**config.mk**
```make
export PLATFORM = sky130hd
export DESIGN_NAME = sod_front
export DESIGN_NICKNAME = d
export VERILOG_FILES = /design/src/rtl/sod_pkg.sv /design/src/rtl/sod_front.sv
export SDC_FILE = /design/constraint.sdc
export NUM_CORES = 1
export LEC_CHECK = 0
export BUFFER_PORTS_ARGS = -buffer_cell sky130_fd_sc_hd__buf_2
export CORE_MARGIN = 8
export CORE_UTILIZATION = 35
export DETAILED_ROUTE_END_ITERATION = 16
export GPL_TIMING_DRIVEN = 0
export PLACE_DENSITY = 0.9
export SYNTH_ARGS = -nofsm -noshare
export SYNTH_HDL_FRONTEND = slang
export SYNTH_SLANG_ARGS = --single-unit
```
**constraint.sdc**
```tcl
create_clock -name vclk -period 4.6
set_clock_uncertainty 0.2 [all_clocks]
set_input_delay 0.92 -clock vclk [all_inputs]
set_output_delay 0.92 -clock vclk [all_outputs]
set_load 0.01 [all_outputs]
```
**src/rtl/sod_pkg.sv**
```systemverilog
// ----------------------------------------------------------------------------
// sod_pkg
// Shared types and constants of the sprite outline dilation unit.
// ----------------------------------------------------------------------------
`default_nettype none

package sod_pkg;

    // Configuration register indexes
    localparam logic [1:0] CFG_WIDTH  = 2'd0;
    localparam logic [1:0] CFG_HEIGHT = 2'd1;
    localparam logic [1:0] CFG_BORDER = 2'd2;
    localparam logic [1:0] CFG_COLOR  = 2'd3;

    // Item commands
    localparam logic CMD_WRITE = 1'b0;
    localparam logic CMD_QUERY = 1'b1;

    // Job codes passed from front to back
    localparam logic [1:0] OP_WRITE = 2'd0;  // store one source pixel
    localparam logic [1:0] OP_QUERY = 2'd1;  // query inside the padded image
    localparam logic [1:0] OP_OOR   = 2'd2;  // query outside the padded image

    // Job queue depth
    localparam int QDEPTH = 2;

    // Effective configuration, already clamped
    typedef struct packed {
        logic [6:0]  width;
        logic [6:0]  height;
        logic [2:0]  border;
        logic [31:0] color;
    } t_cfg;

    // One job: source coordinates for writes, window center for queries
    typedef struct packed {
        logic [1:0]         op;
        logic signed [8:0]  x;
        logic signed [8:0]  y;
        logic [31:0]        data;
    } t_job;

endpackage

`default_nettype wire

```
**src/rtl/sod_front.sv**
```systemverilog
// ----------------------------------------------------------------------------
// sod_front
// Input side: accepts items, drops writes outside the image, flags queries
// outside the padded image and turns the rest into jobs for the back.
// ----------------------------------------------------------------------------
`default_nettype none

module sod_front (
    input  wire logic          i_valid,
    output logic               o_ready,
    input  wire logic          i_cmd,
    input  wire logic [6:0]    i_col,
    input  wire logic [6:0]    i_row,
    input  wire logic [31:0]   i_pixel,
    input  wire sod_pkg::t_cfg i_cfg,
    input  wire logic          i_q_full,
    output logic               o_push,
    output sod_pkg::t_job      o_job
);

    import sod_pkg::*;

    logic       wr_inside;
    logic       q_inside;
    logic [7:0] pad_w;
    logic [7:0] pad_h;

    // padded size: image plus a border on each side
    assign pad_w = {1'b0, i_cfg.width}  + {4'b0, i_cfg.border, 1'b0};
    assign pad_h = {1'b0, i_cfg.height} + {4'b0, i_cfg.border, 1'b0};

    assign wr_inside = (i_col < i_cfg.width) && (i_row < i_cfg.height);
    assign q_inside  = ({1'b0, i_col} < pad_w) && ({1'b0, i_row} < pad_h);

    assign o_ready = !i_q_full;

    // classify the item
    always_comb begin
        o_job.data = i_pixel;
        o_push     = 1'b0;
        if (i_cmd == CMD_WRITE) begin
            o_job.op = OP_WRITE;
            o_job.x  = $signed({2'b0, i_col});
            o_job.y  = $signed({2'b0, i_row});
            o_push   = i_valid && wr_inside;
        end else begin
            o_job.op = q_inside ? OP_QUERY : OP_OOR;
            // window center in source coordinates
            o_job.x  = $signed({2'b0, i_col}) - $signed({6'b0, i_cfg.border});
            o_job.y  = $signed({2'b0, i_row}) - $signed({6'b0, i_cfg.border});
            o_push   = i_valid;
        end
    end

endmodule

`default_nettype wire

```
==> impl_metrics.json <==
{
  "post_synth_num_cell_types": 33,
  "period_minus_slack_ps": 4385,
  "start_util": 0.3578,
  "dpl.hpwl_mm": 4.297,
  "final.period_utilization": 0.9533,
  "layout.nets": 422,
  "detail-route-antenna-nets": 0,
  "num_vias": 1544,
  "numPortBuffers": 88,
  "worst_slew_pin_slew_ps": 563.8,
  "path_max_fanout": 4,
  "setup_ws_ps": 214.8,
  "slowest_stage": "fa_2",
  "cp-start-kind": "primary input",
  "synth.largest_area_cell": "ha_1",
  "outcome": "complete, no violations",
  "cts-resized-gates": 0,
  "leakage_uw": 0.001199,
  "hold_viol": 0,
  "die_height_um": 82.26,
  "grt_usage": 0.1269,
  "dp_cells": 334,
  "fmax_mhz": 228.0,
  "num_rows": 24,
  "layout.cells.non_filler": 334,
  "peakVddDrop_mv": 0.04875,
  "num-clock-buffers": 0,
  "synthTopCellsByArea": "ha_1, buf_4, xnor2_1",
  "min_path_type": "primary input to primary output",
  "tns_ps": 0,
  "grt_max_degree": 11,
  "die_area_um2": 6766,
  "gr-total-overflow": 0,
  "final_util": 0.4781,
  "yosysTopAreaCellShare": 0.2932,
  "synth.avg_cell_area_um2": 7.920,
  "grt_pass1_wl_mm": 7.141,
  "syn-cell-area_um2": 1536,
  "wl_per_cell_um": 13.72,
  "cp.required_ps": 3480,
  "seq_area_um2": 0,
  "place_congestion": 0.8167,
  "layout-drive-gt1-share": 0.4716,
  "finalMaxSlewViolations": 0,
  "worst-setup-path-type": "primary input to primary output",
  "syn_nets": 332,
  "slowest_delay_ps": 360,
  "io_pins": 152,
  "area_growth_pct": 33.63,
  "crit_path_end_kind": "primary output",
  "core_area_um2": 4294,
  "hold_buffers": 0,
  "ys.warnings.count": 0,
  "rsz0062_at_grt": "false",
  "via_per_inst": 4.623,
  "drcViolationCount": 0,
  "drt_wl_total_mm": 4.584,
  "final_cell_mix": "buf_2, ha_1, buf_4, inv_1, xnor2_1",
  "first_pass_iters": 4,
  "slew-limit-headroom": 0.6241,
  "die_width_um": 82.26,
  "num_antenna_cells": 0,
  "antenna_found_initial": 0,
  "p_per_area_nw_per_um2": 115.3,
  "path_cells": "buf_2 > ha_1 > fa_2 > a21o_1 > nand2_1 > xnor2_1 > ha_1 > o21a_1 > a21oi_2 > o21ai_2 > a311oi_2 > and2_1 > buf_2",
  "post_cts_buffers": 0,
  "worstPathArrival_ps": 3270,
  "dp_slack_ps": 66.86,
  "seq_cell_count": 0,
  "max-cap-violations": 0,
  "ys_seq_area_frac": 0,
  "drtIter0Drc": 29,
  "postSynthCellCount": 194,
  "mostFrequentLayoutCell": "buf_2",
  "grt_pass1_vias": 1710,
  "setup_viol": 0
}
==> routing by layer <==
metal	vias to the layer above	wire length, um	global-route usage	share of wire
li1	812	-	-	-
met4	0	3	0	0.00065
met2	67	2309	0.2482	0.50
met5	-	0	0	0
met1	663	1744	0.1403	0.38
met3	2	528	0.03247	0.12
==> final cells by class <==
class | count | area, um2
Fill cell | 431 | 2241
Multi-Input combinational cell | 136 | 1202
Timing Repair Buffer | 88 | 440.4
Buffer | 35 | 259.0
Inverter | 23 | 86.33
Tap cell | 52 | 65.06
==> where the power goes <==
part | internal (uW) | switching [uW]
sequential | 0 | 0
clock | 0 | 0
combinational | 118 | 118
==> final timing paths <==
check,start,depth (start not counted),end,slack [ps]
worst max-delay path,i_cfg[32],13,o_job[50],210
worst min-delay path,i_pixel[0],2,o_job[0],1820
==> through the flow <==
| step | instance area (um2) | hold WS [ps] | power [uW] |
|---|---|---|---|
| floorplan | 1536 | 1684 | 154.6 |
| global placement | 2042 | 1828 | 227.9 |
| detailed placement | 2042 | 1828 | 237.6 |
| CTS | 2042 | 1828 | 238.7 |
| global route | 2053 | 1828 | 266.6 |
| finish | 2053 | 1825 | 236.7 |
==> logic make-up (layout without fill, tap and decap cells) <==
| family | Yosys count | after routing | share of synthesized area |
|---|---|---|---|
| fa+ha+maj | 40 | 40 | 0.3453 |
| compound gates | 30 | 30 | 0.1441 |
| mux | 5 | 5 | 0.03420 |
| simple gates | 45 | 45 | 0.1604 |
| buf+inv | 58 | 146 | 0.2247 |
| xor+xnor | 16 | 16 | 0.09120 |
==> critical path, delay by kind of cell <==
kind,cells,cell delay [ps]
adder cells (fa/ha/maj),3,860
AO/OA/AOI/OAI,5,820
buffers and inverters,2,270
AND/OR/NAND/NOR,2,250
XOR/XNOR,1,140
==> cells in the mapped netlist <==
library cell and number:
inv_1 23, o21a_1 2, ha_1 36, nor4_1 2, o21ai_2 1, and2_1 1
a2111oi_4 1, nor3_1 5, nand2b_4 1, mux2i_1 3, nand2b_1 3, a211o_1 1
o21ai_1 2, xor2_1 4, a311oi_2 1, a21o_1 5, clkbuf_1 1, nand4_1 5
nor2_1 7, mux2_2 2, nor2b_1 7, o2111ai_1 1, xnor2_1 12, nand3_1 1
o2bb2ai_1 1, a21oi_2 1, nand3b_1 4, fa_1 4, buf_4 34, nand2_1 9
o21ai_0 2, a21oi_1 11, o31ai_1 1
(Power assumes the default switching activity.)
