--- config.mk ---
export PLATFORM = sky130hd
export DESIGN_NAME = sod_queue
export DESIGN_NICKNAME = d
export VERILOG_FILES = /design/src/rtl/sod_pkg.sv /design/src/rtl/sod_queue.sv
export SDC_FILE = /design/constraint.sdc
export NUM_CORES = 1
export LEC_CHECK = 0
export ABC_AREA = 1
export BUFFER_PORTS_ARGS = -buffer_cell sky130_fd_sc_hd__buf_4
export CAP_MARGIN = 0
export CORE_UTILIZATION = 59
export CTS_BUF_LIST = sky130_fd_sc_hd__clkbuf_2 sky130_fd_sc_hd__clkbuf_4 sky130_fd_sc_hd__clkbuf_8
export DETAILED_ROUTE_END_ITERATION = 10
export PLACE_DENSITY = 0.88
export SLEW_MARGIN = 10
export SYNTH_ARGS = -nofsm -noshare
export SYNTH_HDL_FRONTEND = slang
export SYNTH_SLANG_ARGS = --single-unit
export TNS_END_PERCENT = 5
--- constraint.sdc ---
create_clock -name i_clk -period 9.9 [get_ports i_clk]
set_input_delay 1.98 -clock i_clk [delete_from_list [all_inputs] [get_ports i_clk]]
set_output_delay 1.98 -clock i_clk [all_outputs]
set_load 0.1 [all_outputs]
--- src/rtl/sod_pkg.sv ---
// ----------------------------------------------------------------------------
// sod_pkg
// Shared types and constants of the sprite outline dilation unit.
// ----------------------------------------------------------------------------
`default_nettype none

package sod_pkg;

    // Configuration register indexes
    localparam logic [1:0] CFG_WIDTH  = 2'd0;
    localparam logic [1:0] CFG_HEIGHT = 2'd1;
    localparam logic [1:0] CFG_BORDER = 2'd2;
    localparam logic [1:0] CFG_COLOR  = 2'd3;

    // Item commands
    localparam logic CMD_WRITE = 1'b0;
    localparam logic CMD_QUERY = 1'b1;

    // Job codes passed from front to back
    localparam logic [1:0] OP_WRITE = 2'd0;  // store one source pixel
    localparam logic [1:0] OP_QUERY = 2'd1;  // query inside the padded image
    localparam logic [1:0] OP_OOR   = 2'd2;  // query outside the padded image

    // Job queue depth
    localparam int QDEPTH = 2;

    // Effective configuration, already clamped
    typedef struct packed {
        logic [6:0]  width;
        logic [6:0]  height;
        logic [2:0]  border;
        logic [31:0] color;
    } t_cfg;

    // One job: source coordinates for writes, window center for queries
    typedef struct packed {
        logic [1:0]         op;
        logic signed [8:0]  x;
        logic signed [8:0]  y;
        logic [31:0]        data;
    } t_job;

endpackage

`default_nettype wire

--- src/rtl/sod_queue.sv ---
// ----------------------------------------------------------------------------
// sod_queue
// Short job queue between the front classifier and the back sequencer.
// ----------------------------------------------------------------------------
`default_nettype none

module sod_queue (
    input  wire logic          i_clk,
    input  wire logic          i_rst_n,
    input  wire logic          i_push,
    input  wire sod_pkg::t_job i_job,
    input  wire logic          i_pop,
    output sod_pkg::t_job      o_job,
    output logic               o_full,
    output logic               o_empty
);

    import sod_pkg::*;

    localparam int IW = (QDEPTH > 1) ? $clog2(QDEPTH) : 1;
    localparam int CW = $clog2(QDEPTH + 1);

    t_job          r_slot [QDEPTH];
    logic [IW-1:0] r_wr_ptr;
    logic [IW-1:0] r_rd_ptr;
    logic [CW-1:0] r_count;

    logic do_push;
    logic do_pop;

    assign o_full  = (r_count == CW'(QDEPTH));
    assign o_empty = (r_count == '0);
    assign do_push = i_push && !o_full;
    assign do_pop  = i_pop && !o_empty;
    assign o_job   = r_slot[r_rd_ptr];

    // pointers and fill count
    always_ff @(posedge i_clk) begin
        if (!i_rst_n) begin
            r_wr_ptr <= '0;
            r_rd_ptr <= '0;
            r_count  <= '0;
        end else begin
            if (do_push) begin
                r_wr_ptr <= (r_wr_ptr == IW'(QDEPTH - 1)) ? '0 : r_wr_ptr + 1'b1;
            end
            if (do_pop) begin
                r_rd_ptr <= (r_rd_ptr == IW'(QDEPTH - 1)) ? '0 : r_rd_ptr + 1'b1;
            end
            if (do_push && !do_pop) begin
                r_count <= r_count + 1'b1;
            end else if (do_pop && !do_push) begin
                r_count <= r_count - 1'b1;
            end
        end
    end

    // storage
    always_ff @(posedge i_clk) begin
        if (do_push) begin
            r_slot[r_wr_ptr] <= i_job;
        end
    end

endmodule

`default_nettype wire

==> key figures, run 1 <==
Global route
  – Largest net degree at the start of global routing: 53
  – Grt total ovfl: 0
  – Vias in the first global route: 2100
  – GRT Overall Usage: 18.8%
  – Initial antenna violation count: 0
  – First-pass GRT wire length: 10200 um

Detailed routing
  – Remaining DRCs: 0
  – Vias post-DR: 2055
  – Initial DRC count: 157
  – Via/cell ratio: 4.95
  – DR WL/cell: 15.9 um
  – WL final: 6580 um
  – Antenna viol nets, final: 0
  – TritonRoute pass-1 iters: 6

Clocking
  – Htree depth: 3
  – Clock-pin slew on the worst setup and hold paths: 80 ps
  – CTS Hold Buffers Added: 0
  – Root Buffer: clkbuf_8
  – Post-CTS Setup Bufs: 0
  – Clk Latency, worst-skew pair: 360 ps
  – CTS tree: built
  – CTS Sinks: 109
  – Post-CTS sizing: 0
  – Clk buf depth: 2
  – TritonCTS buffer count: 9

Pwr
  – VDD IR-drop max: 0.217 mV
  – P per Cell Area: 315 nW/um^2
  – Leakage: 2.09 nW

Timing
  – Final setup fails: 0
  – Hold Vio Cnt, Final: 0
  – Unrepaired setup endpoints after global routing: false
  – Setup TNS Final: 0 ps
  – Worst setup slack after layout: 5880 ps
  – Fin Clk Skew: 13.8 ps
  – Fmax: 249 MHz
  – Final period utilization: 40.6%
  – Period minus WS final: 4020 ps
  – Actual slew at the worst max-slew pin: 965 ps
  – Slew HR: 35.7%
  – Slew Viols, Final: 0

Layout
  – # nets final: 373
  – Area grow syn2layout: 24.3%
  – Register Area: 3230 sq um
  – Layout cells sized above 1: 55.8%
  – Commonest non-fill, non-tap cell in the layout: buf_4
  – Post-route insts no fill: 415
  – Most frequent cells in the layout: 111 x buf_4, 104 x edfxtp_1, 50 x mux2_4
  – Fillcell total: 420
  – Multi-input gate area: 900 sq um
  – ANT cells: 0

Logic synthesis
  – Top cells by area, synth: edfxtp_1 73%, mux2_4 18%, buf_12 2.4%, dfxtp_1 2.4%, nor2_1 0.97%
  – Compound-Gate Fraction of Synth Area: 0.559%
  – Gate Count Post-Synth: 200
  – Synth area leader: edfxtp_1
  – Adder-cell share of the synthesized area: 0.294%
  – Seq cells post-synth: 109
  – Cell area after synthesis: 4250 sq um
  – Post-synthesis xor/xnor area fraction: 0%
  – Avg Inst Size Synth: 21.3 sq um
  – Largest family of logic cells by synthesized area: multiplexers
  – Warnings, synthesis: 0
  – Mux contribution to synthesized area: 18.2%
  – Synth unique cells: 15
  – Syn_nets: 257
  – Seq/Total Area, Yosys: 75.8%
  – Synth Area in Simple Gates: 1.77%
  – Top cell type's share of synthesized area: 73.4%

Floorplanning
  – Die H: 86.9 um
  – Initial cell density of the core: 61.9%
  – Site Rows: 30
  – Die Footprint: 7550 sq um
  – Core Box Area: 6870 sq um
  – IO Pins: 110
  – Die width: 86.9 um

Flow run
  – Max Cap Viol: 0

Critical path
  – Reg2Reg Depth: 3
  – CP arrival: 2040 ps
  – Worst r2r dst: r_slot[1][28]$_DFFE_PP_
  – WS Path Type: register to primary output
  – CP peak stage delay: 990 ps
  – Worst flop-to-flop path startpoint: r_count[0]$_SDFFE_PN0P_
  – Crit-path max FO: 52
  – Worst path cell trace: mux2_2 > buf_4
  – Slowest-stage cell, CP: dfxtp_4
  – CP endpoint kind: primary output
  – R2r setup slk: 7980 ps
  – Critical path data required time: 7920 ps
  – Crit path launch type: register
  – Critical path endpoint: o_job[29]

Placement
  – Placed cell count: 401
  – GP Congestion: 0.658
  – Post-DP HPWL: 4440 um
  – Post-Place Setup Slack: 6250 ps
  – Number of I/O port buffers: 109

Min path
  – Worst Hold Class: register to register

Status
  – Status: completed
==> state kept, by name, summed over array words and instances, names as in the netlist, named ones only <==
register,cells
r_slot,104
r_wr_ptr,1
r_count,2
r_rd_ptr,1
==> cell type report <==
class	instances	area share, %
Tap cell	96	2.27
Sequential cell	109	61.0
Clock buffer	10	2.49
Inverter	9	0.639
Clock inverter	4	0.781
Timing Repair Buffer	111	15.8
Multi-Input combinational cell	76	17.0
==> worst max-delay path, delay by kind of cell, from the launching register on <==
family / cells / cell delay (ps)
buf+inv: 1 / 230
flops: 1 / 990
mux: 1 / 430
==> worst min path at each step <==
stage / endpoint / depth (start not counted) / slack (ps) / startpoint
after global placement: register / 2 / 480 / r_rd_ptr$_SDFFE_PN0P_
after CTS: register / 2 / 510 / r_rd_ptr$_SDFFE_PN0P_
after floorplan: register / 2 / 470 / r_rd_ptr$_SDFFE_PN0P_
after detailed placement: register / 2 / 490 / r_rd_ptr$_SDFFE_PN0P_
after global routing: register / 2 / 540 / r_rd_ptr$_SDFFE_PN0P_
final: register / 2 / 500 / r_rd_ptr$_SDFFE_PN0P_
==> cell families (layout without fill, tap and decap cells) <==
kind of cell / count (synthesis) / count (layout)
multiplexers: 52 / 52
flip-flops: 109 / 109
adder cells (fa/ha/maj): 1 / 1
AO/OA/AOI/OAI: 4 / 4
buffers and inverters: 15 / 134
AND/OR/NAND/NOR: 19 / 19
==> per-layer routing <==
layer	global-route usage, %	part of all wire [%]
met4	8.64	1.5
met1	23.4	41
met5	0	0
met2	31.4	52
met3	4.45	5.7
==> per-stage QoR <==
step | util (%) | power [W] | hold WS (ps) | area [sq um]
2_1_floorplan | - | 0.00131 | 467 | 4250
4_1_cts | 77.0 | 0.00168 | 512 | 5290
5_1_grt | 77.0 | 0.00172 | 541 | 5290
3_3_place_gp | 74.4 | 0.00142 | 477 | 5110
6_report | 77.0 | 0.00167 | 502 | 5290
3_5_place_dp | 74.4 | 0.00144 | 487 | 5110
==> where the power goes <==
part | internal [W] | total [W] | switching [W]
combinational | 0.000205 | 0.000787 | 0.000581
clock | 0.000115 | 0.000245 | 0.000130
sequential | 0.000583 | 0.000634 | 0.0000509
total | 0.000903 | 0.00167 | 0.000762
==> cell usage after synthesis (all sizes together) <==
cell type / number
inv: 9
buf: 6
dfxtp: 5
ha: 1
nand2: 6
o21ai: 3
a21oi: 1
edfxtp: 104
nor2: 11
nand3: 1
nand4: 1
mux2: 52
(Power assumes the default switching activity.)
==> run 2, diff against run 1 <==
Settings changed: ABC_AREA 1 to 0, CORE_UTILIZATION 59 to 48, PLACE_DENSITY 0.88 to 0.77.
Clock period 9.9 ns to 3.3 ns, I/O delays scaled along.
==> run 2 against run 1 <==
Synthesized area down 6.3%. Synthesized cell count down 6.5%. Die area up 15%. Via count up 0.29%. Sequential share of layout area up 1.8 points. Critical path depth up 1. Worst setup slack worse by 5200 ps. Critical path type unchanged.
==> key figures, run 2 <==
Status
  – Status: completed

Timing
  – Final period utilization: 78.7%
  – Unrepaired setup endpoints after global routing: false
  – Slew HR: 52.7%
  – Final setup fails: 0
  – Fin Clk Skew: 6.36 ps
  – Setup TNS Final: 0 ps
  – Fmax: 385 MHz
  – Actual slew at the worst max-slew pin: 709 ps
  – Hold Vio Cnt, Final: 0
  – Slew Viols, Final: 0
  – Period minus WS final: 2600 ps

Critical path
  – WS Path Type: register to primary output
  – R2r setup slk: 1350 ps
  – Crit path launch type: register
  – Critical path data required time: 2640 ps
  – CP arrival: 1940 ps
  – Worst r2r dst: r_slot[1][13]$_DFFE_PP_
  – Reg2Reg Depth: 3
  – CP endpoint kind: primary output
  – Crit-path max FO: 27
  – Worst flop-to-flop path startpoint: r_count[0]$_SDFFE_PN0P_

Layout
  – Area grow syn2layout: 28.8%
  – ANT cells: 0
  – Reg with most FFs: r_slot
  – Fillcell total: 577
  – Max reg flops: 104
  – Top flop regs: r_slot x104, r_count x2
  – Most frequent cells in the layout: 115 x buf_4, 104 x edfxtp_1, 52 x mux2_2
  – Layout cells sized above 1: 59.6%
  – # nets final: 364
  – Commonest non-fill, non-tap cell in the layout: buf_4

Logic synthesis
  – Avg Inst Size Synth: 21.3 sq um
  – Top cell type's share of synthesized area: 78.4%
  – Warnings, synthesis: 0
  – Seq cells post-synth: 109
  – Synth area leader: edfxtp_1
  – Most numerous cell in the Yosys netlist: edfxtp_1
  – Post-synth top flop: edfxtp_1
  – Synth unique cells: 21
  – Top cells by area, synth: edfxtp_1 78%, mux2_2 15%, dfxtp_1 2.5%, buf_4 0.94%, and2_1 0.47%
  – Synth cell count leaders: 104 x edfxtp_1, 52 x mux2_2, 5 x buf_4, 5 x dfxtp_1, 3 x and2_1
  – Seq/Total Area, Yosys: 80.9%
  – Post-synth ARST share: 0%
  – Gate Count Post-Synth: 187
  – Syn_nets: 244
  – EDFF count, synth: 104
  – Cell area after synthesis: 3990 sq um

Detailed routing
  – Remaining DRCs: 0
  – TritonRoute pass-1 iters: 4
  – Via/cell ratio: 4.98
  – Antenna viol nets, final: 0
  – DR WL/cell: 16.3 um
  – Vias post-DR: 2061
  – Initial DRC count: 54
  – WL final: 6730 um

Placement
  – Number of I/O port buffers: 109
  – Post-DP HPWL: 4600 um
  – GP Congestion: 0.662

Clocking
  – Post-CTS Setup Bufs: 0
  – CTS tree: built
  – CTS Sinks: 109
  – Clk Latency, worst-skew pair: 350 ps
  – Clock-pin slew on the worst setup and hold paths: 100 ps
  – Root Buffer: clkbuf_8
  – Clk buf depth: 2
  – Htree depth: 3
  – Post-CTS sizing: 0
  – CTS Hold Buffers Added: 0
  – TritonCTS buffer count: 9

Min path
  – Worst hold start: i_job[28]
  – Worst Hold Class: input pin to register
  – Worst Hold Depth: 1
  – Hold Path End: r_slot[0][28]$_DFFE_PP_

Floorplanning
  – Die width: 93.1 um
  – Die H: 93.1 um
  – Initial cell density of the core: 50.5%
  – IO Pins: 110
  – Core Box Area: 7890 sq um
  – Site Rows: 32
  – Die Footprint: 8670 sq um

Global route
  – Initial antenna violation count: 0
  – Vias in the first global route: 2091
  – Largest net degree at the start of global routing: 30
  – First-pass GRT wire length: 10200 um
  – GRT Overall Usage: 16.2%
  – Grt total ovfl: 0

Flow run
  – Max Cap Viol: 0
## run 2: cell types whose count changed after synthesis, moves of 2 or more
cell / delta
xnor2_1: +2
and2_1: +3
inv_1: -8
nand2_1: -6
buf_12: -5
mux2_2: +50
nor2_1: -9
mux2_4: -50
buf_4: +5
## run 2: how the worst max path moves through the flow
| stage | from | to | slack (ps) |
|---|---|---|---|
| finish | register | o_job[27] | 700 |
| global route | register | o_job[27] | 620 |
| CTS | register | o_job[27] | 660 |
| detailed placement | register | o_job[48] | 1080 |
| global placement | register | o_job[48] | 1080 |
| floorplan | r_count[0]$_SDFFE_PN0P_ | r_slot[0][0]$_DFFE_PP_ | 780 |
## run 2: kinds of logic after synthesis
| group | synth area share (%) |
|---|---|
| DFF | 80.9 |
| AOI/OAI and AO/OA | 0.816 |
| adders and majority gates | 0.314 |
| and+or+nand+nor | 1.38 |
| muxes | 14.7 |
| xor gates and xnor gates | 0.659 |
| buffers and inverters | 1.26 |
## run 2: per-layer routing
metal	GRT usage [%]	routed length [um]
met2	27.8	3450
met5	0	0
met3	3.90	436
met4	7.31	86
met1	19.3	2760
## run 2: stage by stage
stage	instance area, sq um	util [%]	instances	setup slack (ps)	hold slack (ps)
CTS	5130	65.1	414	663	461
detailed placement	4940	62.7	398	1080	531
global route	5130	65.1	414	616	462
global placement	4940	62.7	398	1080	504
finish	5130	65.1	414	703	485
floorplan	3990	-	187	782	483
## run 2: cell type report
| cell class | instances | area (sq um) | share of cell area [%] |
|---|---|---|---|
| Clock buffer | 9 | 124 | 2.41 |
| Timing Repair Buffer | 115 | 863 | 16.8 |
| Multi-Input combinational cell | 70 | 719 | 14.0 |
| Sequential cell | 109 | 3220 | 62.8 |
| Inverter | 2 | 7.51 | 0.146 |
| Tap cell | 102 | 128 | 2.49 |
| Clock inverter | 7 | 65.1 | 1.27 |
## run 2: worst max-delay path: stages (launching register included)
cell and delay [ps]:
dfxtp_2 520, buf_4 410, mux2_2 400, buf_4 230
Power of run 2 is not shown: default switching activity piles up to over one toggle a cycle in this logic, so the estimate is an artifact.
==> run 3, diff against run 2 <==
Settings changed: CORE_UTILIZATION 48 to 54, PLACE_DENSITY 0.77 to 0.82.
Clock period 3.3 ns to 2.4 ns, I/O delays scaled along.
==> run 3 against run 2 <==
Worst setup slack got worse by 480 ps. Utilization increased by 9.3 points. Register-to-register slack lost 510 ps. Sequential share of layout area shrank 0.34 points. Via count grew 0.92%. First-iteration DRC count rose by 96%. Final cell count fell by 1.7%. Count of clock-buffer cells in the layout stayed put. Hold slack lost 190 ps. Die area down 11%. Critical path type unchanged.
==> key figures, run 3 (synthesis gave the netlist of run 2 again) <==
Clocking
  – Clk Latency, worst-skew pair: 360 ps
  – CTS Sinks: 109
  – Clk buf depth: 2
  – Root Buffer: clkbuf_8
  – Clock-pin slew on the worst setup and hold paths: 100 ps
  – Htree depth: 3
  – Post-CTS sizing: 0
  – CTS tree: built
  – Post-CTS Setup Bufs: 0
  – TritonCTS buffer count: 9
  – CTS Hold Buffers Added: 0

Detailed routing
  – WL final: 6580 um
  – TritonRoute pass-1 iters: 4
  – Initial DRC count: 106
  – Antenna viol nets, final: 0
  – Vias post-DR: 2080
  – Remaining DRCs: 0
  – DR WL/cell: 16.2 um
  – Via/cell ratio: 5.11

Critical path
  – Crit path launch type: register
  – Most used cell, CP: buf_4
  – Crit-path max FO: 30
  – Worst path cell trace: buf_4 > mux2_2 > buf_4
  – WS Path Type: register to primary output
  – CP endpoint kind: primary output
  – Slowest-stage cell, CP: mux2_2
  – CP peak stage delay: 400 ps
  – Critical path data required time: 1920 ps
  – CP arrival: 1700 ps

Floorplanning
  – Die width: 87.9 um
  – Die Footprint: 7730 sq um
  – Initial cell density of the core: 57.4%
  – IO Pins: 110
  – Core Box Area: 6940 sq um
  – Site Rows: 30
  – Die H: 87.9 um

Timing
  – Actual slew at the worst max-slew pin: 409 ps
  – Slew Viols, Final: 0
  – Unrepaired setup endpoints after global routing: false
  – Slew HR: 72.7%
  – Fin Clk Skew: 8.81 ps
  – Final period utilization: 90.8%
  – Period minus WS final: 2180 ps
  – Hold Vio Cnt, Final: 0
  – Setup TNS Final: 0 ps
  – Fmax: 459 MHz
  – Final setup fails: 0
  – Post-Route Hold Slack: 298 ps

Global route
  – Grt total ovfl: 0
  – Initial antenna violation count: 0
  – Largest net degree at the start of global routing: 44
  – GRT Overall Usage: 17.7%
  – Vias in the first global route: 2113
  – First-pass GRT wire length: 9830 um

Placement
  – Post-DP HPWL: 4390 um
  – Number of I/O port buffers: 109
  – GP Congestion: 0.711

Layout
  – ANT cells: 0
  – Top flop regs: r_slot x104, r_count x2
  – Area grow syn2layout: 29.5%
  – Reg with most FFs: r_slot
  – Max reg flops: 104
  – Most frequent cells in the layout: 112 x buf_4, 104 x edfxtp_1, 52 x mux2_2
  – Layout cells sized above 1: 60.5%
  – # nets final: 363
  – Commonest non-fill, non-tap cell in the layout: buf_4

Status
  – Status: completed

Flow run
  – Max Cap Viol: 0

Min path
  – Worst Hold Class: input pin to register
[run 3: cell count changes in the layout (fill, tap and decap cells not counted), sizes merged]
cell,change
buf,-1
clkinvlp,-1
inv,+1
[run 3: path summary, 6_finish.rpt]
kind | slack [ps] | cells past startpoint | from | to
worst min register to register | 570 | 2 | r_count[1]$_SDFFE_PN0P_ | r_count[1]$_SDFFE_PN0P_
worst min-delay path | 300 | 1 | i_job[43] | r_slot[1][43]$_DFFE_PP_
worst max-delay path | 220 | 3 | register | o_job[22]
worst max register to register | 840 | 3 | r_count[0]$_SDFFE_PN0P_ | r_slot[1][30]$_DFFE_PP_
[run 3: cell type report]
type                            count  area, sq um
Tap cell                           96          120
Clock buffer                        9          124
Inverter                            2         12.5
Clock inverter                      7         71.3
Fill cell                         443         1780
Multi-Input combinational cell     70          727
Timing Repair Buffer              114          881
Sequential cell                   109         3230
[run 3: critical path: cells and delay by family, from the launching register on]
| family | cells | cell delay [ps] |
|---|---|---|
| flops | 1 | 330 |
| mux | 1 | 400 |
| buf+inv | 2 | 590 |
[run 3: layer usage]
metal	vias to the layer above	GRT usage, %	routed length (um)
li1	966	-	-
met1	1020	21.8	2710
met2	86	29.0	3240
met3	8	5.18	533
met4	0	8.64	94
met5	-	0	0
[run 3: stage by stage]
stage	util [%]	cell area [sq um]	setup slack, ps	instances
2_1_floorplan	-	4010	49.2	187
3_3_place_gp	71.5	4970	614	391
3_5_place_dp	71.5	4970	607	391
4_1_cts	74.3	5160	206	407
5_1_grt	74.3	5160	159	407
6_report	74.3	5160	221	407
Power of run 3 is left out for the same reason.
